`src/hw/rtl/saalu_pkg.sv`:
```
// Shared opcodes, limits and stage records for the Q16.16 saturating ALU.
// No dependencies; the prep, divider stage and top-level files refer to it by scoped names.
`timescale 1ns / 1ps
`default_nettype none
package saalu_pkg;

    localparam logic [3:0] OP_FROM_INT   = 4'd0;
    localparam logic [3:0] OP_FROM_FLOAT = 4'd1;
    localparam logic [3:0] OP_TO_INT     = 4'd2;
    localparam logic [3:0] OP_TO_FLOAT   = 4'd3;
    localparam logic [3:0] OP_ADD        = 4'd4;
    localparam logic [3:0] OP_SUB        = 4'd5;
    localparam logic [3:0] OP_MUL        = 4'd6;
    localparam logic [3:0] OP_DIV        = 4'd7;
    localparam logic [3:0] OP_NEG        = 4'd8;
    localparam logic [3:0] OP_ACC        = 4'd9;

    localparam logic [31:0] RAW_MAX = 32'h7FFF_FFFF;
    localparam logic [31:0] RAW_MIN = 32'h8000_0000;

    // Second stage: operand decode, product and conversion pre-work.
    typedef struct packed {
        logic [3:0]         op;
        logic [31:0]        simple;
        logic signed [65:0] prod;
        logic [63:0]        fmag;
        logic               fsign;
        logic               fnan;
        logic               finf;
        logic [31:0]        tmag;
        logic [4:0]         tp;
        logic               tsign;
        logic [31:0]        amag;
        logic [31:0]        bmag;
        logic               dsign;
        logic               bzero;
    } t_prep;

    // Everything that rides beside the divider chain.
    typedef struct packed {
        logic        is_div;
        logic        dsign;
        logic        bzero;
        logic [31:0] res;
        logic [31:0] fo;
        logic        ok;
    } t_side;

endpackage
`default_nettype wire

```
`src/hw/rtl/saalu_div_stage.sv`:
```
// One restoring step of the pipelined divider: one quotient bit per stage.
// Depends on saalu_pkg for the record carried beside the divider.
`timescale 1ns / 1ps
`default_nettype none
module saalu_div_stage #(
    parameter int NUM_W = 48
) (
    input  wire logic             i_clk,
    input  wire logic             i_en,
    input  wire logic [31:0]      i_rem,
    input  wire logic [NUM_W-1:0] i_num,
    input  wire logic [NUM_W-1:0] i_quo,
    input  wire logic [31:0]      i_d,
    input  saalu_pkg::t_side      i_side,
    output logic [31:0]           o_rem,
    output logic [NUM_W-1:0]      o_num,
    output logic [NUM_W-1:0]      o_quo,
    output logic [31:0]           o_d,
    output saalu_pkg::t_side      o_side
);

    logic [32:0]      cur;
    logic [33:0]      diff;
    logic [31:0]      n_rem;
    logic             qbit;
    logic [31:0]      r_rem;
    logic [NUM_W-1:0] r_num;
    logic [NUM_W-1:0] r_quo;
    logic [31:0]      r_d;
    saalu_pkg::t_side r_side;

    always_comb begin
        cur  = {i_rem, i_num[NUM_W-1]};
        diff = {1'b0, cur} - {2'b00, i_d};
        qbit = !diff[33];
        // The partial remainder stays below the divisor, so 32 bits hold it.
        n_rem = qbit ? diff[31:0] : cur[31:0];
    end

    always_ff @(posedge i_clk) begin
        if (i_en) begin
            r_rem  <= n_rem;
            r_num  <= {i_num[NUM_W-2:0], 1'b0};
            r_quo  <= {i_quo[NUM_W-2:0], qbit};
            r_d    <= i_d;
            r_side <= i_side;
        end
    end

    assign o_rem  = r_rem;
    assign o_num  = r_num;
    assign o_quo  = r_quo;
    assign o_d    = r_d;
    assign o_side = r_side;

endmodule
`default_nettype wire

```
`config.mk`:
```
export PLATFORM = sky130hd
export DESIGN_NAME = saalu_div_stage
export DESIGN_NICKNAME = d
export VERILOG_FILES = /design/src/hw/rtl/saalu_pkg.sv /design/src/hw/rtl/saalu_div_stage.sv
export SDC_FILE = /design/constraint.sdc
export NUM_CORES = 1
export LEC_CHECK = 0
export BUFFER_PORTS_ARGS = -buffer_cell sky130_fd_sc_hd__buf_2
export CORE_AREA = 2 2 206 157
export CTS_CLUSTER_DIAMETER = 60
export DETAILED_ROUTE_END_ITERATION = 10
export DIE_AREA = 0 0 208 159
export GPL_TIMING_DRIVEN = 0
export HOLD_SLACK_MARGIN = 0.12
export PLACE_DENSITY_LB_ADDON = 0.08
export SLEW_MARGIN = 20
export SYNTH_ARGS = -nofsm -noshare
export SYNTH_HDL_FRONTEND = slang
export SYNTH_SLANG_ARGS = --single-unit
```
`constraint.sdc`:
```
create_clock -name i_clk -period 3.5 [get_ports i_clk]
set_input_delay 0.175 -clock i_clk [delete_from_list [all_inputs] [get_ports i_clk]]
set_output_delay 0.175 -clock i_clk [all_outputs]
set_load 0.03 [all_outputs]
```
==> Yosys cells after proc, flatten, opt, wreduce, memory -nomap -nowiden <==
Index checks and enable logic that the tools add are counted.
{ "word_totals": {"out_inout_bits": 228, "word_cells": 13, "register_bits": 227} }
{ "op_classes": {"n_reduce_logical": 1, "n_addsub": 1, "muxes": 1} }
{ "ops": {"columns": ["cell", "n"], "rows": [
  ["subtractor 33 x 32 -> 34 bit", 1],
  ["two-way mux 32 bit", 1],
  ["zero test 1 bit", 1]
]} }

==> Logic depth before layout (Yosys ltp) <==
{ "depth": {"word_depth": 2, "ltp_mapped": 12, "ltp_nobuf": 12} }

==> Least setup slack after synthesis <==
No wires, ideal clock.
{ "synth_timing": {"path_type": "input to register", "startpoint": "in i_num[47]", "endpoint": "reg r_rem[28] (netlist: o_rem[28]), data pin", "required_ps": 3240, "stages": 12, "path_buffers": 0, "arrival_ps": 2575, "path_slack_ps": 665, "setup_time_ps": 260, "cell_sequence": "inv_1 > ha_1 > inv_1 > fa_1 > a211oi_1 > o211a_1 > o31ai_1 > o41a_1 > a41oi_1 > o21ai_0 > a21boi_0 > mux2_4"} }
{ "synth_via": {"elab_chain_cells": 2} }
{ "synth_rtl": {"columns": ["item", "line", "rtl"], "rows": [
  ["start: declaration", "saalu_div_stage.sv:11", "input wire logic [NUM_W-1:0] i_num,"],
  ["subtractor 33 x 32 -> 34 bit", "saalu_div_stage.sv:34", "diff = {1'b0, cur} - {2'b00, i_d};"],
  ["two-way mux 32 bit", "saalu_div_stage.sv:37", "n_rem = qbit ? diff[31:0] : cur[31:0];"],
  ["net n_rem[28]", "saalu_div_stage.sv:24", "logic [31:0] n_rem;"],
  ["end signal: assignment", "saalu_div_stage.sv:42", "r_rem <= n_rem;"],
  ["end: declaration", "saalu_div_stage.sv:26", "logic [31:0] r_rem;"]
]} }
The timed path passes the listed nets, and every way through them passes these cells.
A chain may end at the register's enable or synchronous reset.

==> Final worst setup path <==
{ "layout_timing": {"startpoint": "in i_d[17]", "endpoint": "reg r_rem[29] (netlist: o_rem[29]), data pin"} }
{ "layout_via": {"elab_chain_cells": 2} }
{ "layout_rtl": {"columns": ["item", "line", "rtl"], "rows": [
  ["start: declaration", "saalu_div_stage.sv:13", "input wire logic [31:0] i_d,"],
  ["subtractor 33 x 32 -> 34 bit", "saalu_div_stage.sv:34", null],
  ["two-way mux 32 bit", "saalu_div_stage.sv:37", null],
  ["net n_rem[29]", "saalu_div_stage.sv:24", null]
]} }
The timed path passes the listed nets, and every way through them passes these cells.

==> impl_metrics.json <==
{
  "status": "finished clean",
  "fin_tns_setup_ns": 0,
  "total_leakage_power_nw": 6.61,
  "worstMarginPinSlew_ns": 0.646,
  "critPathCaptureType": "register",
  "p_total_mw": 7.61,
  "drtIter0Drc": 377,
  "finalInstanceArea_mm2": 0.0152,
  "cts.path.max_buffers": 3,
  "vias_per_cell": 4.37,
  "cts_root_buf": "clkbuf_16",
  "fin_util": 0.489,
  "synthArstFlopShare": 0,
  "gp_congestion": 0.873,
  "placement_rows": 56,
  "peakVddDrop_v": 0.000308,
  "num-fill-cells": 2873,
  "grt_pass1_wl_um": 46300,
  "ios": 458,
  "gr-total-overflow": 0,
  "area_delta_synth_final_pct": 64.1,
  "syn_avg_cell_area_um2": 16.8,
  "hold_path.class": "in2reg",
  "timing.final.crit_share": 0.944,
  "maxSlewViolCount": 0,
  "htreeDepth": 1,
  "hold_viol_final": 0,
  "cp-start-kind": "input pin",
  "critical_path_arrival_ns": 3.60,
  "syn_inst": 550,
  "cts_made_buffers": 27,
  "clkSinkCount": 227,
  "ys_types": 54,
  "synth-seq-cells": 227,
  "path_clk_slew_ns": 0.05,
  "ys_seq_area_frac": 0.738,
  "rsz0062_at_grt": "no",
  "antenna_found_initial": 3,
  "yosys_warnings": 0,
  "grt_max_degree": 95,
  "synth_fp_nets": 813,
  "cap_viol_max_count": 0,
  "fp.dieW_um": 208,
  "p_per_area_mw_per_mm2": 502,
  "dpl_worst_slack_ns": 0.00800,
  "critPathKind": "in2reg",
  "die_area_mm2": 0.0331,
  "drive_gt1_frac": 0.421,
  "placed_cell_area_mm2": 0.0121,
  "synth_area_mm2": 0.00924,
  "fp.dieH_um": 159,
  "layout_commonest_cell": "buf_2",
  "period_minus_slack_ns": 3.31,
  "vias": 7360,
  "cts_tree": "built",
  "initial_core_util": 0.298,
  "max_freq_ghz": 0.303,
  "antenna_left": 0,
  "portBuffers": 455,
  "hpwl_um": 22700,
  "cp.required_ns": 3.80,
  "dpl.cell_count": 1413,
  "synth_edf_count": 227,
  "nNetsFinal": 1525,
  "ys.flop_type": "edfxtp_1",
  "wl_per_cell_um": 18.4,
  "crit_end": "o_rem[29]$_DFFE_PP_",
  "layout_common_cells": "buf_2 (455), edfxtp_1 (227), dlygate4sd3_1 (226)",
  "maxSlewHeadroom": 0.565,
  "coreArea_mm2": 0.0310,
  "fin_ws_ns": 0.194,
  "crit_path_start": "i_d[17]",
  "grt_pass1_vias": 7521,
  "grtUsageTotal": 0.181,
  "whs_ns": 0.159,
  "setup_viol": 0,
  "wl_um": 31000,
  "crit_fanout": 7,
  "post-route-drc-count": 0,
  "cts_setup_buffers": 0,
  "drt-pass1-iter-count": 5,
  "final_cells": 1686
}
## routing by layer
| layer | track usage | vias up | routed length (um) |
|---|---|---|---|
| li1 | - | 3541 | - |
| met1 | 0.228 | 3501 | 13100 |
| met2 | 0.315 | 266 | 15500 |
| met3 | 0.0408 | 50 | 1660 |
| met4 | 0.0445 | 2 | 716 |
| met5 | 0 | - | 13 |
## how the worst min path moves through the flow
stage | startpoint | endpoint | cells past startpoint
floorplan | i_d[0] | o_d[0]$_DFFE_PP_ | 0
global placement | i_side[52] | o_side[52]$_DFFE_PP_ | 1
detailed placement | i_side[57] | o_side[57]$_DFFE_PP_ | 1
CTS | i_rem[30] | o_rem[31]$_DFFE_PP_ | 5
global route | i_rem[31] | o_rem[31]$_DFFE_PP_ | 5
finish | i_rem[30] | o_rem[31]$_DFFE_PP_ | 5
## logic make-up after synthesis
kind of cell / synth area share
simple gates: 0.0432
mux: 0.0496
buf+inv: 0.0261
flops: 0.738
compound gates: 0.0742
other cells: 0.000406
fa+ha+maj: 0.0455
xor+xnor: 0.0228
## registers in the layout (all words and copies together), names as in the netlist
name,count
o_d,32
o_num,47
o_quo,48
o_rem,32
o_side,68
## synthesized netlist by cell type, types with 4 or more instances
cell type | count | share of area
o21ai_0 | 17 | 0.0092
ha_1 | 32 | 0.043
nand3_1 | 5 | 0.0027
nor3_1 | 6 | 0.0033
buf_6 | 6 | 0.0073
nor2_1 | 16 | 0.0065
a21o_1 | 7 | 0.0057
nand2_1 | 23 | 0.0093
o21a_1 | 6 | 0.0049
mux2i_1 | 6 | 0.0065
o211ai_1 | 4 | 0.0033
nand2b_1 | 4 | 0.0027
a211oi_1 | 5 | 0.0041
edfxtp_1 | 227 | 0.74
xnor2_1 | 17 | 0.016
mux2_4 | 25 | 0.041
and3_1 | 6 | 0.0041
inv_1 | 41 | 0.017
o31ai_1 | 5 | 0.0041
nand4_1 | 6 | 0.0041
xor2_1 | 7 | 0.0066
a21oi_1 | 32 | 0.017
## report_power, final
part	internal (mW)	switching, mW
combinational	0.689	1.05
clock	1.42	1.12
sequential	3.28	0.0538
total	5.39	2.22
## critical path, cell delays in order
cell           delay [ns]
dlygate4sd3_1        0.54
buf_2                0.11
inv_1                0.05
ha_1                 0.41
and4_1               0.37
nand3_1              0.15
or4_4                0.59
o21ai_0              0.54
a31oi_1              0.23
xnor2_1              0.17
mux2_4               0.26
## what timing repair did
action | 4_1_cts | 5_1_grt
hold buffers | 226 | 0
hold endpoints to repair | 276 | 0
resized for setup | 0 | 3
endpoints found under the setup margin | 0 | 4
## area by class of cell
type / count / area [um2] / share of cell area
well taps: 406 / 508 / 0.0335
multi-input cells: 273 / 2190 / 0.145
flip-flops and latches: 227 / 6820 / 0.450
clock inverters: 13 / 88.8 / 0.00586
repair buffers: 683 / 4600 / 0.304
plain buffers: 9 / 87.6 / 0.00578
diodes: 2 / 5.00 / 0.000330
clock buffers: 32 / 694 / 0.0458
inverters: 41 / 154 / 0.0102
No activity file was read; power rests on OpenSTA's default activity.
