===== config.mk =====
export PLATFORM = sky130hd
export DESIGN_NAME = saalu_prep
export DESIGN_NICKNAME = d
export VERILOG_FILES = /design/src/hw/rtl/saalu_pkg.sv /design/src/hw/rtl/saalu_prep.sv
export SDC_FILE = /design/constraint.sdc
export NUM_CORES = 2
export LEC_CHECK = 0
export BUFFER_PORTS_ARGS = -buffer_cell sky130_fd_sc_hd__buf_2
export CORE_MARGIN = 2
export CORE_UTILIZATION = 50
export DETAILED_ROUTE_END_ITERATION = 16
export GPL_TIMING_DRIVEN = 0
export PLACE_DENSITY_LB_ADDON = 0.15
export SLEW_MARGIN = 10
export SYNTH_ARGS = -nofsm -noshare
export SYNTH_HDL_FRONTEND = slang
export SYNTH_SLANG_ARGS = --single-unit

===== constraint.sdc =====
create_clock -name i_clk -period 12.2 [get_ports i_clk]
set_input_delay 1.22 -clock i_clk [delete_from_list [all_inputs] [get_ports i_clk]]
set_output_delay 1.22 -clock i_clk [all_outputs]
set_load 0.01 [all_outputs]

===== src/hw/rtl/saalu_pkg.sv =====
// Shared opcodes, limits and stage records for the Q16.16 saturating ALU.
// No dependencies; the prep, divider stage and top-level files refer to it by scoped names.
`timescale 1ns / 1ps
`default_nettype none
package saalu_pkg;

    localparam logic [3:0] OP_FROM_INT   = 4'd0;
    localparam logic [3:0] OP_FROM_FLOAT = 4'd1;
    localparam logic [3:0] OP_TO_INT     = 4'd2;
    localparam logic [3:0] OP_TO_FLOAT   = 4'd3;
    localparam logic [3:0] OP_ADD        = 4'd4;
    localparam logic [3:0] OP_SUB        = 4'd5;
    localparam logic [3:0] OP_MUL        = 4'd6;
    localparam logic [3:0] OP_DIV        = 4'd7;
    localparam logic [3:0] OP_NEG        = 4'd8;
    localparam logic [3:0] OP_ACC        = 4'd9;

    localparam logic [31:0] RAW_MAX = 32'h7FFF_FFFF;
    localparam logic [31:0] RAW_MIN = 32'h8000_0000;

    // Second stage: operand decode, product and conversion pre-work.
    typedef struct packed {
        logic [3:0]         op;
        logic [31:0]        simple;
        logic signed [65:0] prod;
        logic [63:0]        fmag;
        logic               fsign;
        logic               fnan;
        logic               finf;
        logic [31:0]        tmag;
        logic [4:0]         tp;
        logic               tsign;
        logic [31:0]        amag;
        logic [31:0]        bmag;
        logic               dsign;
        logic               bzero;
    } t_prep;

    // Everything that rides beside the divider chain.
    typedef struct packed {
        logic        is_div;
        logic        dsign;
        logic        bzero;
        logic [31:0] res;
        logic [31:0] fo;
        logic        ok;
    } t_side;

endpackage
`default_nettype wire


===== src/hw/rtl/saalu_prep.sv =====
// Second pipeline stage of the saturating ALU: simple ops, product, conversion pre-work.
// Depends on saalu_pkg.
`timescale 1ns / 1ps
`default_nettype none
module saalu_prep #(
    parameter int FRACTION_BITS = 16
) (
    input  wire logic               i_clk,
    input  wire logic               i_en,
    input  wire logic [3:0]         i_op,
    input  wire logic signed [31:0] i_a,
    input  wire logic signed [31:0] i_b,
    input  wire logic [31:0]        i_fin,
    input  wire logic [31:0]        i_cnt,
    output saalu_pkg::t_prep        o_prep
);

    saalu_pkg::t_prep   n_prep;
    saalu_pkg::t_prep   r_prep;
    logic signed [63:0] wide_a;
    logic [32:0]        sum;
    logic [32:0]        dif;
    logic [31:0]        from_int_res;
    logic signed [32:0] mx;
    logic signed [32:0] my;
    logic [7:0]         ex;
    logic [23:0]        man;
    logic signed [9:0]  sh;
    logic [9:0]         nsh;
    logic [31:0]        tmag;

    always_comb begin
        wide_a = 64'(i_a) <<< FRACTION_BITS;
        if (wide_a[63:31] == {33{1'b0}} || wide_a[63:31] == {33{1'b1}}) begin
            from_int_res = wide_a[31:0];
        end else begin
            from_int_res = wide_a[63] ? saalu_pkg::RAW_MIN : saalu_pkg::RAW_MAX;
        end
        sum = {i_a[31], i_a} + {i_b[31], i_b};
        dif = {i_a[31], i_a} - {i_b[31], i_b};

        n_prep    = '0;
        n_prep.op = i_op;
        case (i_op)
            saalu_pkg::OP_FROM_INT: n_prep.simple = from_int_res;
            saalu_pkg::OP_TO_INT:   n_prep.simple = 32'(i_a >>> FRACTION_BITS);
            saalu_pkg::OP_ADD: begin
                if (sum[32] != sum[31]) begin
                    n_prep.simple = sum[32] ? saalu_pkg::RAW_MIN : saalu_pkg::RAW_MAX;
                end else begin
                    n_prep.simple = sum[31:0];
                end
            end
            saalu_pkg::OP_SUB: begin
                if (dif[32] != dif[31]) begin
                    n_prep.simple = dif[32] ? saalu_pkg::RAW_MIN : saalu_pkg::RAW_MAX;
                end else begin
                    n_prep.simple = dif[31:0];
                end
            end
            saalu_pkg::OP_NEG: begin
                n_prep.simple = (i_a == saalu_pkg::RAW_MIN) ? saalu_pkg::RAW_MAX
                                                            : (~i_a + 32'd1);
            end
            default: n_prep.simple = '0;
        endcase

        // One shared multiplier: a*b for mul, a*count for accumulate.
        mx = {i_a[31], i_a};
        my = (i_op == saalu_pkg::OP_ACC) ? {1'b0, i_cnt} : {i_b[31], i_b};
        n_prep.prod = 66'(mx) * 66'(my);

        // Single to fixed: align the mantissa, rounding halves away from zero.
        ex  = i_fin[30:23];
        man = (ex == 8'd0) ? {1'b0, i_fin[22:0]} : {1'b1, i_fin[22:0]};
        sh  = $signed({2'b00, (ex == 8'd0) ? 8'd1 : ex}) - 10'sd150
              + $signed(10'(FRACTION_BITS));
        nsh = 10'(-sh);
        if (!sh[9]) begin
            if (sh > 10'sd39) begin
                n_prep.fmag = 64'h1_0000_0000;
            end else begin
                n_prep.fmag = 64'(man) << sh[5:0];
            end
        end else if (nsh >= 10'd25) begin
            n_prep.fmag = '0;
        end else begin
            n_prep.fmag = (64'(man) + (64'd1 << (nsh[4:0] - 5'd1))) >> nsh[4:0];
        end
        n_prep.fsign = i_fin[31];
        n_prep.fnan  = (ex == 8'hFF) && (i_fin[22:0] != 23'd0);
        n_prep.finf  = (ex == 8'hFF) && (i_fin[22:0] == 23'd0);

        // Fixed to single: magnitude and its leading one position.
        tmag = i_a[31] ? (~i_a + 32'd1) : i_a;
        n_prep.tmag  = tmag;
        n_prep.tsign = i_a[31];
        n_prep.tp    = '0;
        for (int i = 0; i < 32; i++) begin
            if (tmag[i]) begin
                n_prep.tp = 5'(i);
            end
        end

        // Divider operands as magnitudes.
        n_prep.amag  = tmag;
        n_prep.bmag  = i_b[31] ? (~i_b + 32'd1) : i_b;
        n_prep.dsign = i_a[31] ^ i_b[31];
        n_prep.bzero = (i_b == 32'sd0);
    end

    always_ff @(posedge i_clk) begin
        if (i_en) begin
            r_prep <= n_prep;
        end
    end

    assign o_prep = r_prep;

endmodule
`default_nettype wire


-- Word level (Yosys, flattened, before mapping)
Index checks and enable logic that the tools add are counted.
- magnitude comparators: 2
- shift-type cells: 3
- reductions and logical operators: 13
- equality and inequality tests: 10
- multiplexer cells: 46
- add/subtract/negate cells: 9
- multiply operators: 1
- bitwise gates (word level): 3
- operators by type and width (kind ; number):
    $mux W32 ; 8
    $mux W64 ; 3
    $pmux W32 S5 ; 1
    $mux W5 ; 14
    $mul A32 B33 Y65 ; 1
    $add A24 B64 Y64 ; 1
    $add A32 B1 Y32 const B ; 2
    $not A32 Y32 ; 2
    $shl A1 B5 Y64 const A ; 1
    $shl A24 B6 Y64 ; 1
    $shr A64 B5 Y64 ; 1
    $add A32 B32 Y33 ; 1
    $eq A33 B33 Y1 const B ; 1
    $logic_not A33 Y1 ; 1
    $mux W33 ; 1
    $sub A32 B32 Y33 ; 1
    $eq A32 B32 Y1 const B ; 1
    $logic_not A32 Y1 ; 1
    $mux W4 ; 8
    $mux W31 ; 1
    $mux W24 ; 1
    $logic_not A23 Y1 ; 1
    $reduce_bool A23 Y1 ; 1
    $reduce_or A16 Y1 ; 1
    other kinds (23) ; 32
- word-level logic and storage cells: 105
- bits of input ports: 134
- register bits after elaboration: 241

-- Logic depth before layout (Yosys ltp)
- word-level depth: 33
- depth in mapped cells: 37
- gate-level depth less buffers: 32

-- Least setup slack after synthesis
Ideal clock, no wire load.
- kind: input to register
- from: in i_op[1]
- to: reg r_prep, in the netlist o_prep[235], data pin
- setup slack: 2.102 ns
- cell stages on the path: 34
- arrival: 9.838 ns
- library setup time: 0.260 ns
- data required time: 11.940 ns
- cell sequence: nor4bb_1 > clkbuf_1 > clkbuf_1 > a21o_1 > clkbuf_1 > clkbuf_1 > nand2_1 > fa_1 > inv_1 > fa_1 > fa_1 > inv_1 > fa_1 > inv_1 > fa_1 > inv_1 > fa_1 > inv_1 > fa_1 > fa_1 > ha_1 > clkbuf_1 > nand4_1 > or2_2 > or4_1 > a21oi_1 > o21ai_0 > a21oi_1 > a211oi_1 > nor3b_1 > a211o_1 > a21oi_1 > o21ai_0 > xnor2_1
- RTL lines (item ; RTL line ; text):
    start: declaration ; saalu_prep.sv:10 ; input wire logic [3:0] i_op,
    end signal: assignment ; saalu_prep.sv:114 ; r_prep <= n_prep;
    end: declaration ; saalu_prep.sv:19 ; saalu_pkg::t_prep r_prep;

==> metrics.txt <==
# TYPE chip_impl_metric gauge
chip_impl_info{name="run_status",value="finished, violations left"} 1
chip_impl_info{name="violations",value="max-capacitance violations"} 1
chip_impl_metric{name="number_of_storage_elements_in_the_synthesis_netlist",unit=""} 240
chip_impl_metric{name="filler_cell_count",unit=""} 10780
chip_impl_metric{name="grt_pass1_vias",unit=""} 49148
chip_impl_metric{name="dieWidth",unit="µm"} 341
chip_impl_metric{name="layoutNonFillerInstCount",unit=""} 8270
chip_impl_metric{name="die_height",unit="µm"} 341
chip_impl_metric{name="final.period_utilization",unit="%"} 98.4
chip_impl_metric{name="netlist.area_leader.share",unit="%"} 39.3
chip_impl_info{name="synth.most_common_cell",value="sky130_fd_sc_hd__fa_1"} 1
chip_impl_metric{name="globalRouteTotalUtil",unit="%"} 41.1
chip_impl_info{name="grt_setup_unrepaired",value="no"} 1
chip_impl_metric{name="grt_antenna_before_repair",unit=""} 43
chip_impl_info{name="worstSetupEndpoint",value="o_prep[235]"} 1
chip_impl_metric{name="slew_viol_final",unit=""} 0
chip_impl_metric{name="clkTransAtPathRegs",unit="ns"} 0.06
chip_impl_metric{name="largest_reg_flops",unit=""} 240
chip_impl_metric{name="synth_warn",unit=""} 0
chip_impl_metric{name="rows",unit=""} 123
chip_impl_info{name="netlist.top_cell.by_area",value="sky130_fd_sc_hd__fa_1"} 1
chip_impl_metric{name="synth_nets",unit=""} 7817
chip_impl_info{name="crit_path_end_kind",value="flop"} 1
chip_impl_metric{name="synth_edf_count",unit=""} 240
chip_impl_metric{name="floorplan.core_area",unit="µm²"} 113000
chip_impl_metric{name="grt-ovfl-total",unit=""} 0
chip_impl_info{name="worstSetupStartpoint",value="i_op[1]"} 1
chip_impl_metric{name="share_of_the_yosys_chip_area_belonging_to_registers",unit="%"} 12.7
chip_impl_metric{name="place.port_buffers",unit=""} 405
chip_impl_metric{name="number_of_buffers_created_by_cts",unit=""} 29
chip_impl_metric{name="largest_net_degree_at_the_start_of_global_routing",unit=""} 119
chip_impl_metric{name="cell_count_after_synthesis",unit=""} 6283
chip_impl_metric{name="remaining_design_rule_violation_count",unit=""} 0
chip_impl_metric{name="start_util",unit="%"} 50.4
chip_impl_metric{name="post_drt_wl_per_cell",unit="µm"} 28.6
chip_impl_metric{name="timing_hold_violations_final",unit=""} 0
chip_impl_metric{name="die-area",unit="µm²"} 116000
chip_impl_metric{name="drt-vias-per-instance",unit=""} 5.84
chip_impl_metric{name="dr_total_vias",unit=""} 48304
chip_impl_metric{name="ctsHtreeMaxLevel",unit=""} 1
chip_impl_metric{name="detail_route.wirelength",unit="mm"} 237
chip_impl_metric{name="max-clock-path-buffers",unit=""} 3
chip_impl_metric{name="fin_util",unit="%"} 55.0
chip_impl_metric{name="gp_routability_congestion",unit=""} 1.09
chip_impl_metric{name="dp_cells",unit=""} 8193
chip_impl_info{name="cts.root.buffer_cell",value="sky130_fd_sc_hd__clkbuf_16"} 1
chip_impl_metric{name="synth.avg_cell_area",unit="µm²"} 9.04
chip_impl_info{name="synthTopCellsByCount",value="sky130_fd_sc_hd__fa_1 (1115), sky130_fd_sc_hd__inv_1 (1107), sky130_fd_sc_hd__nand2_1 (720), sky130_fd_sc_hd__and2_1 (460), sky130_fd_sc_hd__nor2_1 (404)"} 1
chip_impl_metric{name="design.final.nets",unit=""} 8256
chip_impl_metric{name="timing.fmax",unit="GHz"} 0.0833
chip_impl_metric{name="synth_async_sr_flop_share",unit="%"} 0
chip_impl_metric{name="drt-pass1-iter-count",unit=""} 6
chip_impl_info{name="setup.worst_path.class",value="in2reg"} 1
chip_impl_metric{name="worstPathMaxFanout",unit=""} 10
chip_impl_info{name="worst_hold_path_type",value="in2reg"} 1
chip_impl_metric{name="area_growth",unit="%"} 9.03
chip_impl_metric{name="final_layout_size_suffix_gt1_share",unit="%"} 9.39
chip_impl_metric{name="worst_ep_required_time",unit="ns"} 12.56
chip_impl_metric{name="crit_arrival",unit="ns"} 12.36
chip_impl_metric{name="cts_hold_buffers",unit=""} 0
chip_impl_info{name="critical_path_startpoint_category",value="input port"} 1
chip_impl_info{name="netlist_top_cells_area",value="sky130_fd_sc_hd__fa_1 (39%), sky130_fd_sc_hd__edfxtp_1 (13%), sky130_fd_sc_hd__inv_1 (7.3%), sky130_fd_sc_hd__ha_1 (6.3%), sky130_fd_sc_hd__and2_1 (5.1%)"} 1
chip_impl_metric{name="post_synth_num_cell_types",unit=""} 93
chip_impl_metric{name="global_route_wire_length_before_repair",unit="mm"} 342
chip_impl_metric{name="hold_slack",unit="ns"} 0.782
chip_impl_info{name="tritoncts_clock_tree",value="done"} 1
chip_impl_metric{name="synth_area",unit="µm²"} 56800
chip_impl_metric{name="setup_tns",unit="ns"} 0
chip_impl_metric{name="detail_route.iter0.violations",unit=""} 4709
chip_impl_metric{name="clock-sinks",unit=""} 240
chip_impl_metric{name="worstMarginPinSlew",unit="ns"} 1.48
chip_impl_metric{name="maxCapViolCount",unit=""} 1
chip_impl_info{name="synth-main-ff-cell",value="sky130_fd_sc_hd__edfxtp_1"} 1
chip_impl_metric{name="place.detailed.hpwl",unit="mm"} 196
chip_impl_metric{name="whs_path_depth",unit=""} 1
chip_impl_metric{name="report.final.setup_viol",unit=""} 0
chip_impl_metric{name="finalCriticalPeriod",unit="ns"} 12.00
chip_impl_metric{name="timing.slew.headroom",unit="%"} 0.426
chip_impl_metric{name="postRouteAntennaNets",unit=""} 0
chip_impl_metric{name="boundaryPins",unit=""} 407
-- worst min-delay path by stage --
| stage | startpoint | endpoint | slack, ns |
|---|---|---|---|
| finish | i_fin[31] | o_prep[106] | 0.78 |
| floorplan | i_fin[31] | o_prep[106] | 1.32 |
| CTS | i_fin[31] | o_prep[106] | 0.75 |
| global placement | i_fin[31] | o_prep[106] | 1.40 |
| detailed placement | i_fin[31] | o_prep[106] | 1.41 |
| global route | i_fin[31] | o_prep[106] | 0.77 |
-- per-layer routing --
metal / global-route usage, % / wire (µm) / vias to the layer above
met5: 0 / 122 / -
met4: 22.2 / 16100 / 20
met3: 10.8 / 24700 / 632
met2: 63.5 / 105000 / 2717
met1: 52.9 / 90700 / 24359
li1: - / - / 20576
-- per-stage QoR --
step | area (µm²) | setup WS (ns)
6_report | 62000 | 0.195
5_1_grt | 61900 | 0.0203
4_1_cts | 61800 | 0.0585
3_5_place_dp | 60800 | -2.39
3_3_place_gp | 60700 | -2.30
2_1_floorplan | 56800 | 2.10
-- cell usage in the layout (no fill, tap or decap), types with 175 or more instances in the layout --
| cell | instances |
|---|---|
| sky130_fd_sc_hd__buf_2 | 409 |
| sky130_fd_sc_hd__and2_1 | 460 |
| sky130_fd_sc_hd__inv_1 | 1107 |
| sky130_fd_sc_hd__edfxtp_1 | 240 |
| sky130_fd_sc_hd__fa_1 | 1114 |
| sky130_fd_sc_hd__nor2_1 | 400 |
| sky130_fd_sc_hd__xnor2_1 | 175 |
| sky130_fd_sc_hd__o21ai_0 | 179 |
| sky130_fd_sc_hd__clkbuf_1 | 281 |
| sky130_fd_sc_hd__ha_1 | 285 |
| sky130_fd_sc_hd__nand2_1 | 720 |
| sky130_fd_sc_hd__a21oi_1 | 263 |
-- layout make-up --
| class | count | area, µm² | area share (%) |
|---|---|---|---|
| antenna | 26 | 65.1 | 0.105 |
| buffer | 387 | 1710 | 2.75 |
| clock buffer | 31 | 733 | 1.18 |
| clock inverter | 22 | 198 | 0.319 |
| inverter | 1112 | 4170 | 6.74 |
| multi-input combinational | 4541 | 43900 | 70.8 |
| sequential | 240 | 7210 | 11.6 |
| tap | 1500 | 1880 | 3.03 |
| timing repair buffer | 411 | 2130 | 3.43 |
-- cell families after synthesis --
logic type,after synthesis,synth area share (%)
compound gates,859,9.63
xor+xnor,239,3.68
fa+ha+maj,1400,45.6
buf+inv,1502,10.3
flops,240,12.7
mux,98,1.84
simple gates,1945,16.4
-- worst max-delay path, cell delays in order --
cell                       delay (ns)
sky130_fd_sc_hd__buf_2           0.19
sky130_fd_sc_hd__nor4bb_2        0.54
sky130_fd_sc_hd__clkbuf_1        0.38
sky130_fd_sc_hd__a21o_1          0.22
sky130_fd_sc_hd__clkbuf_1        0.80
sky130_fd_sc_hd__clkbuf_1        0.86
sky130_fd_sc_hd__nand2_1         0.20
sky130_fd_sc_hd__fa_1            0.46
sky130_fd_sc_hd__fa_1            0.44
sky130_fd_sc_hd__fa_1            0.51
sky130_fd_sc_hd__fa_1            0.57
sky130_fd_sc_hd__inv_1           0.06
sky130_fd_sc_hd__fa_1            0.48
sky130_fd_sc_hd__fa_1            0.57
sky130_fd_sc_hd__fa_1            0.44
sky130_fd_sc_hd__fa_1            0.46
sky130_fd_sc_hd__ha_1            0.56
sky130_fd_sc_hd__nand2_1         0.28
sky130_fd_sc_hd__or4_1           0.58
sky130_fd_sc_hd__a21oi_4         0.37
sky130_fd_sc_hd__o21ai_0         0.28
sky130_fd_sc_hd__a21oi_4         0.41
sky130_fd_sc_hd__a211oi_1        0.23
sky130_fd_sc_hd__nor3b_2         0.44
sky130_fd_sc_hd__a211o_1         0.24
sky130_fd_sc_hd__a21oi_1         0.10
sky130_fd_sc_hd__o21ai_0         0.32
sky130_fd_sc_hd__xnor2_1         0.12
-- what timing repair did --
action	in CTS	in global routing
buffers inserted	0	0
gates resized for setup	32	65
setup endpoints to repair	15	13
Power is left out: the tool's default activity adds up to more than one toggle a clock period on the data nets, which glitch-free logic cannot reach.
